===== src/rtl/dda_pkg.sv =====
package dda_pkg;

  // Default tile and fraction sizes.
  localparam int unsigned CoordBitsDef = 6;
  localparam int unsigned FracBitsDef  = 16;

  // Depth of the queue between the front and back parts.
  localparam int unsigned QueueDepthDef = 2;

  // Width of every coordinate field on the ports.
  localparam int unsigned FieldW = 6;

  // One line segment.
  typedef struct packed {
    logic [FieldW-1:0] x_start;
    logic [FieldW-1:0] y_start;
    logic [FieldW-1:0] x_end;
    logic [FieldW-1:0] y_end;
  } line_t;

  // One emitted pixel.
  typedef struct packed {
    logic [FieldW-1:0] pixel_x;
    logic [FieldW-1:0] pixel_y;
    logic              last_pixel;
  } pixel_t;

endpackage


===== src/rtl/dda_queue.sv =====
module dda_queue #(
  parameter int unsigned WIDTH = 8,
  parameter int unsigned DEPTH = 2
) (
  input  logic             clk_i,
  input  logic             rst_ni,
  input  logic             push_valid_i,
  output logic             push_ready_o,
  input  logic [WIDTH-1:0] push_data_i,
  output logic             pop_valid_o,
  input  logic             pop_ready_i,
  output logic [WIDTH-1:0] pop_data_o
);

  localparam int unsigned PtrW = (DEPTH > 1) ? $clog2(DEPTH) : 1;
  localparam int unsigned CntW = $clog2(DEPTH + 1);

  logic [WIDTH-1:0] mem_q [DEPTH];
  logic [PtrW-1:0]  wr_ptr_q, wr_ptr_d;
  logic [PtrW-1:0]  rd_ptr_q, rd_ptr_d;
  logic [CntW-1:0]  count_q, count_d;
  logic             push;
  logic             pop;

  // Handshake and occupancy.
  assign push_ready_o = (count_q != CntW'(DEPTH));
  assign pop_valid_o  = (count_q != '0);
  assign pop_data_o   = mem_q[rd_ptr_q];
  assign push         = push_valid_i && push_ready_o;
  assign pop          = pop_valid_o && pop_ready_i;

  // Pointer wrap and count update.
  always_comb begin
    wr_ptr_d = wr_ptr_q;
    rd_ptr_d = rd_ptr_q;
    count_d  = count_q;
    if (push) begin
      wr_ptr_d = (wr_ptr_q == PtrW'(DEPTH - 1)) ? '0 : wr_ptr_q + 1'b1;
    end
    if (pop) begin
      rd_ptr_d = (rd_ptr_q == PtrW'(DEPTH - 1)) ? '0 : rd_ptr_q + 1'b1;
    end
    if (push && !pop) begin
      count_d = count_q + 1'b1;
    end else if (pop && !push) begin
      count_d = count_q - 1'b1;
    end
  end

  always_ff @(posedge clk_i or negedge rst_ni) begin
    if (!rst_ni) begin
      wr_ptr_q <= '0;
      rd_ptr_q <= '0;
      count_q  <= '0;
    end else begin
      wr_ptr_q <= wr_ptr_d;
      rd_ptr_q <= rd_ptr_d;
      count_q  <= count_d;
    end
  end

  // Entry storage.
  always_ff @(posedge clk_i) begin
    if (push) begin
      mem_q[wr_ptr_q] <= push_data_i;
    end
  end

endmodule


===== src/rtl/dda_front.sv =====
module dda_front #(
  parameter int unsigned COORD_BITS = dda_pkg::CoordBitsDef,
  parameter int unsigned FRAC_BITS  = dda_pkg::FracBitsDef
) (
  input  logic                                 clk_i,
  input  logic                                 rst_ni,
  input  logic                                 in_valid_i,
  output logic                                 in_ready_o,
  input  dda_pkg::line_t                       in_data_i,
  output logic                                 push_valid_o,
  input  logic                                 push_ready_i,
  output logic [3*COORD_BITS+FRAC_BITS+3:0]    push_data_o
);

  import dda_pkg::*;

  localparam int unsigned C    = COORD_BITS;
  localparam int unsigned F    = FRAC_BITS;
  localparam int unsigned QuoW = C + F;
  localparam int unsigned CntW = $clog2(C + F);

  // Line descriptor handed to the back part.
  typedef struct packed {
    logic               x_major;
    logic               maj_neg;
    logic [C-1:0]       steps;
    logic [C-1:0]       maj_start;
    logic [C-1:0]       min_start;
    logic signed [F+1:0] inc;
  } desc_t;

  typedef enum logic [1:0] {
    ST_IDLE,
    ST_DIV,
    ST_PUSH
  } state_e;

  state_e         state_q, state_d;
  logic           x_major_q, maj_neg_q, min_neg_q;
  logic [C-1:0]   steps_q, maj_start_q, min_start_q;
  logic [C-1:0]   rem_q;
  logic [QuoW-1:0] quo_q;
  logic [CntW-1:0] cnt_q;

  logic           accept;
  logic [C-1:0]   xs, ys, xe, ye;
  logic [C:0]     dx, dy;
  logic [C-1:0]   adx, ady;
  logic           x_major;
  logic [C-1:0]   min_abs;
  logic [C:0]     trial;
  logic           qbit;
  logic [C-1:0]   rem_next;
  logic [F+1:0]   mag;
  desc_t          desc;

  assign accept     = in_valid_i && in_ready_o;
  assign in_ready_o = (state_q == ST_IDLE);

  // Classify the incoming segment: deltas, major axis and directions.
  assign xs      = in_data_i.x_start[C-1:0];
  assign ys      = in_data_i.y_start[C-1:0];
  assign xe      = in_data_i.x_end[C-1:0];
  assign ye      = in_data_i.y_end[C-1:0];
  assign dx      = {1'b0, xe} - {1'b0, xs};
  assign dy      = {1'b0, ye} - {1'b0, ys};
  assign adx     = dx[C] ? C'(-dx) : dx[C-1:0];
  assign ady     = dy[C] ? C'(-dy) : dy[C-1:0];
  assign x_major = (adx >= ady);
  assign min_abs = x_major ? ady : adx;

  // One restoring division step: |minor delta| * 2^F / steps, one bit a cycle.
  assign trial    = {rem_q, quo_q[QuoW-1]};
  assign qbit     = (trial >= {1'b0, steps_q});
  assign rem_next = qbit ? C'(trial - {1'b0, steps_q}) : trial[C-1:0];

  // Signed increment rounded toward minus infinity.
  always_comb begin
    mag = {1'b0, quo_q[F:0]};
    if (min_neg_q && (rem_q != '0)) begin
      mag = mag + 1'b1;
    end
    desc.x_major   = x_major_q;
    desc.maj_neg   = maj_neg_q;
    desc.steps     = steps_q;
    desc.maj_start = maj_start_q;
    desc.min_start = min_start_q;
    desc.inc       = min_neg_q ? -$signed(mag) : $signed(mag);
  end

  assign push_valid_o = (state_q == ST_PUSH);
  assign push_data_o  = desc;

  // Sequencer.
  always_comb begin
    state_d = state_q;
    case (state_q)
      ST_IDLE: begin
        if (accept) begin
          state_d = (x_major ? (adx == '0) : (ady == '0)) ? ST_PUSH : ST_DIV;
        end
      end
      ST_DIV: begin
        if (cnt_q == CntW'(C + F - 1)) begin
          state_d = ST_PUSH;
        end
      end
      ST_PUSH: begin
        if (push_ready_i) begin
          state_d = ST_IDLE;
        end
      end
      default: state_d = ST_IDLE;
    endcase
  end

  always_ff @(posedge clk_i or negedge rst_ni) begin
    if (!rst_ni) begin
      state_q <= ST_IDLE;
    end else begin
      state_q <= state_d;
    end
  end

  // Descriptor and divider registers.
  always_ff @(posedge clk_i) begin
    if (accept) begin
      x_major_q   <= x_major;
      maj_neg_q   <= x_major ? dx[C] : dy[C];
      min_neg_q   <= x_major ? dy[C] : dx[C];
      steps_q     <= x_major ? adx : ady;
      maj_start_q <= x_major ? xs : ys;
      min_start_q <= x_major ? ys : xs;
      rem_q       <= '0;
      quo_q       <= {min_abs, {F{1'b0}}};
      cnt_q       <= '0;
    end else if (state_q == ST_DIV) begin
      rem_q <= rem_next;
      quo_q <= {quo_q[QuoW-2:0], qbit};
      cnt_q <= cnt_q + 1'b1;
    end
  end

endmodule


===== src/rtl/dda_back.sv =====
module dda_back #(
  parameter int unsigned COORD_BITS = dda_pkg::CoordBitsDef,
  parameter int unsigned FRAC_BITS  = dda_pkg::FracBitsDef
) (
  input  logic                              clk_i,
  input  logic                              rst_ni,
  input  logic                              pop_valid_i,
  output logic                              pop_ready_o,
  input  logic [3*COORD_BITS+FRAC_BITS+3:0] pop_data_i,
  output logic                              out_valid_o,
  input  logic                              out_ready_i,
  output dda_pkg::pixel_t                   out_data_o
);

  import dda_pkg::*;

  localparam int unsigned C    = COORD_BITS;
  localparam int unsigned F    = FRAC_BITS;
  localparam int unsigned AccW = C + F;

  // Same layout as the front part produces.
  typedef struct packed {
    logic               x_major;
    logic               maj_neg;
    logic [C-1:0]       steps;
    logic [C-1:0]       maj_start;
    logic [C-1:0]       min_start;
    logic signed [F+1:0] inc;
  } desc_t;

  desc_t          desc_in;
  logic           busy_q;
  logic           out_valid_q;
  pixel_t         out_q;
  logic           x_major_q, maj_neg_q;
  logic [C-1:0]   steps_q, maj_q, k_q;
  logic [AccW-1:0] acc_q;
  logic signed [F+1:0] inc_q;

  logic           load;
  logic           emit;
  logic           last;
  logic [C-1:0]   mnr;
  pixel_t         pix;

  assign desc_in     = pop_data_i;
  assign pop_ready_o = !busy_q;
  assign load        = pop_valid_i && !busy_q;
  assign emit        = busy_q && (!out_valid_q || out_ready_i);
  assign out_valid_o = out_valid_q;
  assign out_data_o  = out_q;

  // Current pixel from the major counter and the accumulator integer part.
  assign last = (k_q == steps_q);
  assign mnr  = acc_q[AccW-1:F];
  always_comb begin
    pix.pixel_x    = FieldW'(x_major_q ? maj_q : mnr);
    pix.pixel_y    = FieldW'(x_major_q ? mnr : maj_q);
    pix.last_pixel = last;
  end

  // Control flags.
  always_ff @(posedge clk_i or negedge rst_ni) begin
    if (!rst_ni) begin
      busy_q      <= 1'b0;
      out_valid_q <= 1'b0;
    end else begin
      if (load) begin
        busy_q <= 1'b1;
      end else if (emit && last) begin
        busy_q <= 1'b0;
      end
      if (emit) begin
        out_valid_q <= 1'b1;
      end else if (out_ready_i) begin
        out_valid_q <= 1'b0;
      end
    end
  end

  // Stepping datapath and output register.
  always_ff @(posedge clk_i) begin
    if (load) begin
      x_major_q <= desc_in.x_major;
      maj_neg_q <= desc_in.maj_neg;
      steps_q   <= desc_in.steps;
      maj_q     <= desc_in.maj_start;
      acc_q     <= {desc_in.min_start, 1'b1, {(F-1){1'b0}}};
      inc_q     <= desc_in.inc;
      k_q       <= '0;
    end else if (emit) begin
      maj_q <= maj_neg_q ? maj_q - 1'b1 : maj_q + 1'b1;
      acc_q <= acc_q + AccW'(inc_q);
      k_q   <= k_q + 1'b1;
    end
    if (emit) begin
      out_q <= pix;
    end
  end

endmodule


===== src/rtl/dda_line_rasterizer_unit.sv =====
// DDA line rasterizer. Each input item is one segment inside a square tile of
// 2^COORD_BITS pixels on a side; the block emits every pixel from the start
// point to the end point, both included, one result item per pixel, with
// last_pixel set on the final one. A line whose longer axis spans n steps
// gives n+1 pixels at one per cycle while the receiver is ready, once it has
// been loaded into the stepper. The minor-axis increment is found by a
// one-bit-per-cycle divider in the front part, between accepting a line and
// handing it over; a two-entry queue lets that division run while the
// previous line is still being stepped, so long lines stream at the output
// rate and very short lines are paced by the divider.
module dda_line_rasterizer_unit #(
  parameter int unsigned COORD_BITS  = dda_pkg::CoordBitsDef,
  parameter int unsigned FRAC_BITS   = dda_pkg::FracBitsDef,
  parameter int unsigned QUEUE_DEPTH = dda_pkg::QueueDepthDef
) (
  input  logic            clk_i,
  input  logic            rst_ni,
  input  logic            in_valid_i,
  output logic            in_ready_o,
  input  dda_pkg::line_t  in_data_i,
  output logic            out_valid_o,
  input  logic            out_ready_i,
  output dda_pkg::pixel_t out_data_o
);

  import dda_pkg::*;

  localparam int unsigned DescW = 3 * COORD_BITS + FRAC_BITS + 4;

  logic             push_valid, push_ready;
  logic [DescW-1:0] push_data;
  logic             pop_valid, pop_ready;
  logic [DescW-1:0] pop_data;

  // Segment classification and increment division.
  dda_front #(
    .COORD_BITS (COORD_BITS),
    .FRAC_BITS  (FRAC_BITS)
  ) u_front (
    .clk_i        (clk_i),
    .rst_ni       (rst_ni),
    .in_valid_i   (in_valid_i),
    .in_ready_o   (in_ready_o),
    .in_data_i    (in_data_i),
    .push_valid_o (push_valid),
    .push_ready_i (push_ready),
    .push_data_o  (push_data)
  );

  // Descriptor queue between the two parts.
  dda_queue #(
    .WIDTH (DescW),
    .DEPTH (QUEUE_DEPTH)
  ) u_queue (
    .clk_i        (clk_i),
    .rst_ni       (rst_ni),
    .push_valid_i (push_valid),
    .push_ready_o (push_ready),
    .push_data_i  (push_data),
    .pop_valid_o  (pop_valid),
    .pop_ready_i  (pop_ready),
    .pop_data_o   (pop_data)
  );

  // Pixel stepper.
  dda_back #(
    .COORD_BITS (COORD_BITS),
    .FRAC_BITS  (FRAC_BITS)
  ) u_back (
    .clk_i       (clk_i),
    .rst_ni      (rst_ni),
    .pop_valid_i (pop_valid),
    .pop_ready_o (pop_ready),
    .pop_data_i  (pop_data),
    .out_valid_o (out_valid_o),
    .out_ready_i (out_ready_i),
    .out_data_o  (out_data_o)
  );

endmodule


===== config.mk =====
export PLATFORM = sky130hd
export DESIGN_NAME = dda_line_rasterizer_unit
export DESIGN_NICKNAME = d
export VERILOG_FILES = /design/src/rtl/dda_pkg.sv /design/src/rtl/dda_queue.sv /design/src/rtl/dda_front.sv /design/src/rtl/dda_back.sv /design/src/rtl/dda_line_rasterizer_unit.sv
export SDC_FILE = /design/constraint.sdc
export NUM_CORES = 1
export LEC_CHECK = 0
export BUFFER_PORTS_ARGS = -buffer_cell sky130_fd_sc_hd__buf_2
export CAP_MARGIN = 20
export CELL_PAD_IN_SITES_DETAIL_PLACEMENT = 0
export CELL_PAD_IN_SITES_GLOBAL_PLACEMENT = 2
export CORE_ASPECT_RATIO = 1.25
export CORE_MARGIN = 2
export CORE_UTILIZATION = 38
export DETAILED_ROUTE_END_ITERATION = 7
export PLACE_DENSITY_LB_ADDON = 0.1
export SLEW_MARGIN = 20
export SYNTH_ARGS = -nofsm -noshare
export SYNTH_HDL_FRONTEND = slang
export SYNTH_SLANG_ARGS = --single-unit

===== constraint.sdc =====
create_clock -name clk_i -period 2.7 [get_ports clk_i]
set_input_delay 0.81 -clock clk_i [delete_from_list [all_inputs] [get_ports clk_i]]
set_output_delay 0.81 -clock clk_i [all_outputs]
set_load 0.01 [all_outputs]

==> results of run 1 <==
==> sequential cells by signal (all words and copies together), names as in the netlist, 13 cells and up <==
register	count
u_front.quo_q	22
u_queue.mem_q	76
u_back.out_data_o	13
u_back.acc_q	22
u_back.inc_q	18
==> stage by stage <==
stage	area, sq um	setup WS (ps)
6_report	14300	-988
5_1_grt	14300	-1100
4_1_cts	13900	-993
3_5_place_dp	12900	-1600
3_3_place_gp	12900	-1560
2_1_floorplan	11200	-1350
==> layout make-up <==
cell class              instances  area (sq um)  area share, %
inverters                      55           214           1.49
clock buffers                  27           591           4.13
flip-flops and latches        211          5810           40.6
repair buffers                214          1630           11.4
clock inverters                15           141          0.988
multi-input cells             694          5430           38.0
well taps                     396           495           3.46
==> where the power goes <==
part	internal, mW	switching, mW	leakage, nW
sequential	4.56	0.556	1.92
clock	1.77	1.27	0.358
combinational	3.55	3.53	3.54
total	9.89	5.36	5.81
==> how the worst min path moves through the flow <==
stage / startpoint / endpoint / slack, ps / cells past startpoint
floorplan: u_front.min_start_q[0]$_DFFE_PP_ / u_queue.mem_q[0][18]$_DFFE_PP_ / 420 / 0
global placement: u_front.min_start_q[4]$_DFFE_PP_ / u_queue.mem_q[0][22]$_DFFE_PP_ / 420 / 0
detailed placement: u_front.min_start_q[4]$_DFFE_PP_ / u_queue.mem_q[1][22]$_DFFE_PP_ / 430 / 0
CTS: rst_ni / u_back.out_valid_o$_DFFE_PN0P_ / 150 / 1
global route: rst_ni / u_back.out_valid_o$_DFFE_PN0P_ / 170 / 1
finish: rst_ni / u_front.state_q[1]$_DFFE_PN0P_ / 160 / 1
==> cells by family (layout without fill, tap and decap cells) <==
logic type / after synthesis / in the layout / share of synthesized area, %
AOI/OAI and AO/OA: 207 / 207 / 11.9
adders and majority gates: 62 / 62 / 7.32
xor gates and xnor gates: 88 / 88 / 7.11
DFF: 211 / 211 / 52.3
muxes: 61 / 61 / 5.98
and+or+nand+nor: 276 / 276 / 12.1
buffers and inverters: 95 / 311 / 3.24
==> metal layers <==
metal  vias up  GRT usage, %
met5         -             0
met4         0          3.16
met3        30          1.82
met2        64          26.6
met1      3602          20.8
li1       4022             -
==> repair_timing <==
item | 4_1_cts | 5_1_grt
setup buffers | 12 | 10
gates resized for setup | 41 | 71
pin swaps | 34 | 45
hold buffers | 0 | 0
gates cloned | 1 | 1
endpoints found under the setup margin | 45 | 49
==> cell usage in the layout, fill, tap and decap left out, drive strengths merged, types with 7 or more instances in the layout <==
cell    count
inv        56
nand2     101
nand4       9
buf       213
or2         7
a211oi     11
dfxtp      49
ha         57
nor2b      16
nor2       63
clkinv     12
mux2i      21
a21o       14
xor2       43
nor3       12
mux2       40
a31oi       7
edfxtp    154
nand2b     13
xnor2      45
dfrtp       8
nand3      22
a21oi      49
clkbuf     28
o21ai      69
==> impl_metrics.json, run 1 <==
{
  "run_status": "complete, but fails checks",
  "violations": "setup timing",
  "io_pins": 43,
  "yosysMostFrequentCell": "edfxtp_1",
  "portBuffers": 42,
  "worst_setup_path_start_kind": "primary input",
  "setup_ws_ps": -988,
  "crit_buf_inv": 3,
  "dp.cells": 1548,
  "drt_iter0_markers": 284,
  "routed.top_layer": "met4",
  "rows": 70,
  "rsz0062_at_grt": "true",
  "utilization_pct": 49.4,
  "clkTransAtPathRegs_ps": 60,
  "arrival_ps": 3930,
  "finClkSkew_ps": 15.2,
  "cp-endpoint": "u_front.min_start_q[0]$_DFFE_PP_",
  "yosys_warnings": 0,
  "syn_nets": 1090,
  "antenna_found_initial": 0,
  "setup-violations-final": 41,
  "synth_top_area_share_pct": 41.6,
  "powerDensity_nw_per_um2": 1070,
  "wl_met1_mm": 11.1,
  "synth_common_cells": "edfxtp_1, nand2_1, nor2_1",
  "grt_pass1_wl_mm": 38.5,
  "max_cap_violations": 0,
  "synth_ff_type": "edfxtp_1",
  "synth_area_sq_um": 11100,
  "grt_usage_pct": 15.4,
  "drc_errors": 0,
  "wire_per_inst_microns": 14.5,
  "core_area_sq_um": 29000,
  "drt_pass1_iterations": 5,
  "fp.dieW_microns": 157,
  "peakVddDrop_mv": 0.587,
  "synth_edf_count": 154,
  "grt_pass1_vias": 7608,
  "r2r_slack_ps": -120,
  "hold_viol": 0,
  "worstSetupPathType": "primary input to register",
  "cts_tree": "done",
  "synth_seq_cells": 211,
  "startpoint": "in_data_i[6]",
  "worst_pin_slew_ps": 607,
  "slew_headroom_pct": 59.4,
  "rr_startpoint": "u_front.rem_q[3]$_SDFFE_PP0P_",
  "root_buffer": "clkbuf_16",
  "cpMostUsedCell": "a21o_1",
  "seq_area_frac_synth_pct": 52.3,
  "cts.sink_count": 211,
  "crit_chain": "buf_8, inv_8, ha_4, fa_2, ha_4, a222oi_1, nand2_1, ha_1, a21o_1, a21o_1, a21o_1, a21o_1, a21oi_4, buf_12, mux2_4",
  "globalplace.congestion": 0.808,
  "hp-class": "primary input to async pin",
  "fillerInstances": 2637,
  "fin_nets": 1289,
  "syn_inst": 1000,
  "fin_crit_ps": 3690,
  "die-area_sq_um": 30600,
  "synthArstFlopShare_pct": 3.79,
  "max_freq_mhz": 271,
  "area_delta_synth_final_pct": 28.9,
  "via_per_inst": 4.79,
  "whs_ps": 164,
  "grt_max_degree": 32,
  "p_leak_nw": 5.81,
  "initial_core_util_pct": 38.3,
  "rr_worst_depth": 9,
  "instances_no_fill": 1612,
  "vias": 7718,
  "yosysUniqueCellTypes": 75,
  "period_share_pct": 137,
  "synth_area_per_cell_sq_um": 11.1,
  "insertion_delay_ps": 510,
  "n_antenna_cell": 0,
  "cp_slowest_cell": "fa_2",
  "cts_buffers": 23,
  "r2r-end": "u_queue.mem_q[1][13]$_DFFE_PP_",
  "routed_wirelength_mm": 23.3,
  "critical_path_depth": 15,
  "ant_nets": 0,
  "cts_buffer_depth": 3,
  "synth_area_leaders": "edfxtp_1, dfxtp_1, ha_1",
  "required_ps": 2950,
  "power.total_mw": 15.2,
  "wl_met2_mm": 11.3,
  "finalMaxSlewViolations": 0,
  "die_y_microns": 195,
  "critPathMaxStageDelay_ps": 590,
  "final_layout_size_suffix_gt1_share_pct": 31.5,
  "overflow": 0,
  "h-tree-depth": 1,
  "tns_ps": -26030,
  "dp_hpwl_mm": 17.1,
  "cp-end-kind": "register",
  "route.met3.wl_microns": 541,
  "synth.largest_area_cell": "edfxtp_1",
  "cp_max_fo": 9,
  "cpLargestDelayFamily": "adder cells"
}
Note: power is estimated with default switching activity, not from simulation.
==> run 2, diff against run 1 <==
Settings changed: GPL_TIMING_DRIVEN set to 0.
==> impl_metrics.json, run 2 (synthesis results as in run 1) <==
{
  "drc_errors": 0,
  "slew_headroom_pct": 46.4,
  "run_status": "complete, but fails checks",
  "final_cell_mix": "edfxtp_1, nand2_1, nor2_1",
  "crit_buf_inv": 6,
  "finalMaxSlewViolations": 0,
  "fin_crit_ps": 3750,
  "clkTransAtPathRegs_ps": 60,
  "grt_pass1_vias": 7675,
  "portBuffers": 42,
  "rr_startpoint": "u_front.rem_q[0]$_SDFFE_PP0P_",
  "power.total_mw": 15.5,
  "cp_slowest_cell": "fa_2",
  "r2r-end": "u_queue.mem_q[0][13]$_DFFE_PP_",
  "h-tree-depth": 1,
  "die_y_microns": 195,
  "arrival_ps": 4010,
  "cpMostUsedCell": "a21o_1",
  "period_share_pct": 139,
  "placed_area_sq_um": 12000,
  "cts_buffer_depth": 3,
  "via_per_inst": 4.93,
  "setup_ws_ps": -1050,
  "place_ws_ps": -2180,
  "vias": 7586,
  "rr_worst_depth": 9,
  "instances_no_fill": 1540,
  "required_ps": 2960,
  "dp_hpwl_mm": 17.7,
  "dp.cells": 1442,
  "grt_max_degree": 28,
  "max_freq_mhz": 267,
  "peakVddDrop_mv": 0.580,
  "fillerInstances": 2734,
  "cp_max_fo": 10,
  "cts.sink_count": 211,
  "fin_area_sq_um": 13900,
  "worst_pin_slew_ps": 803,
  "setup-violations-final": 45,
  "worstSetupPathType": "primary input to register",
  "die-area_sq_um": 30600,
  "fin_nets": 1215,
  "r2r_slack_ps": -240,
  "violations": "setup timing",
  "grt_pass1_wl_mm": 40.3,
  "routed_wirelength_mm": 24.8,
  "io_pins": 43,
  "cts_tree": "done",
  "worst_setup_path_start_kind": "primary input",
  "p_leak_nw": 5.43,
  "finClkSkew_ps": 12.2,
  "insertion_delay_ps": 530,
  "cpLargestDelayFamily": "adder cells",
  "whs_ps": 130,
  "initial_core_util_pct": 38.3,
  "final_layout_size_suffix_gt1_share_pct": 25.1,
  "drt_pass1_iterations": 4,
  "critPathMaxStageDelay_ps": 600,
  "cp-end-kind": "register",
  "max_cap_violations": 0,
  "rsz0062_at_grt": "true",
  "tns_ps": -29680,
  "drt_iter0_markers": 373,
  "hold_viol": 0,
  "area_delta_synth_final_pct": 25.0,
  "cts_hold_buf": 0,
  "wire_per_inst_microns": 16.1,
  "core_area_sq_um": 29000,
  "crit_chain": "buf_8, inv_8, ha_4, fa_2, ha_4, a222oi_1, nand2_1, ha_1, a21o_1, a21o_1, a21o_1, a21o_1, a21oi_4, buf_12, buf_6, buf_6, clkbuf_16, a21oi_1",
  "regMostFlops": "u_queue.mem_q",
  "rows": 70,
  "overflow": 0,
  "grt_usage_pct": 16.5,
  "utilization_pct": 47.9,
  "hp-class": "primary input to async pin",
  "antenna_found_initial": 0,
  "largest_reg_flops": 76,
  "globalplace.congestion": 0.776,
  "cts_buffers": 25,
  "layout_commonest_cell": "edfxtp_1",
  "ant_nets": 0,
  "powerDensity_nw_per_um2": 1120,
  "fp.dieW_microns": 157,
  "n_antenna_cell": 0,
  "root_buffer": "clkbuf_16",
  "top_regs": "u_queue.mem_q x76, u_back.acc_q x22, u_front.quo_q x22"
}
==> run 2: changes by cell type in the layout (fill, tap and decap cells not counted), moves of 6 or more <==
cell	delta
buf_4	-113
buf_1	+6
clkbuf_1	+23
o21ai_2	-8
==> run 2: worst max path at each step <==
stage,depth (start not counted),start,slack [ps],end
2_1_floorplan,14,in_data_i[6],-1350,u_front.maj_start_q[0]$_DFFE_PP_
3_3_place_gp,17,in_data_i[0],-2220,u_front.steps_q[0]$_DFFE_PP_
3_5_place_dp,17,in_data_i[0],-2180,u_front.steps_q[0]$_DFFE_PP_
4_1_cts,15,in_data_i[6],-1080,u_front.min_start_q[0]$_DFFE_PP_
5_1_grt,17,in_data_i[6],-1200,u_front.state_q[1]$_DFFE_PN0P_
6_report,18,in_data_i[6],-1050,u_front.steps_q[1]$_DFFE_PP_
==> run 2: cell type report <==
type	count	area, sq um	area share (%)
buffer	36	189	1.36
clock buffer	31	648	4.67
clock inverter	15	183	1.32
inverter	55	214	1.54
multi-input combinational	695	5510	39.7
sequential	211	5810	41.9
tap	396	495	3.57
timing repair buffer	101	825	5.94
==> run 2: per-layer routing <==
metal  up-vias  global-route usage (%)  part of all wire, %
met5         -                       0                    0
li1       3870                       -                    -
met4         0                    4.66                  1.8
met3        32                    2.22                  2.8
met1      3611                    21.4                   45
met2        73                    28.6                   50
==> run 2: power by group <==
| part | leakage [nW] | internal, mW | total (mW) | switching, mW |
|---|---|---|---|---|
| clock | 0.408 | 2.02 | 3.39 | 1.37 |
| sequential | 1.92 | 4.57 | 5.11 | 0.539 |
| combinational | 3.10 | 3.31 | 7.03 | 3.73 |
| total | 5.43 | 9.90 | 15.5 | 5.63 |
==> run 2: what timing repair did <==
item / CTS / global route
buffers inserted: 40 / 13
setup endpoints to repair: 51 / 54
resized for setup: 82 / 62
gates cloned: 2 / 2
pin swaps: 39 / 36
==> run 2: worst reg2reg max path: stages, from the launching register on <==
cell	delay, ps
dfxtp_4	340
or4_4	580
o211ai_4	230
mux2i_2	280
and3_4	250
o2111ai_4	160
or2_4	280
mux2_4	310
a31oi_4	160
xnor2_2	80
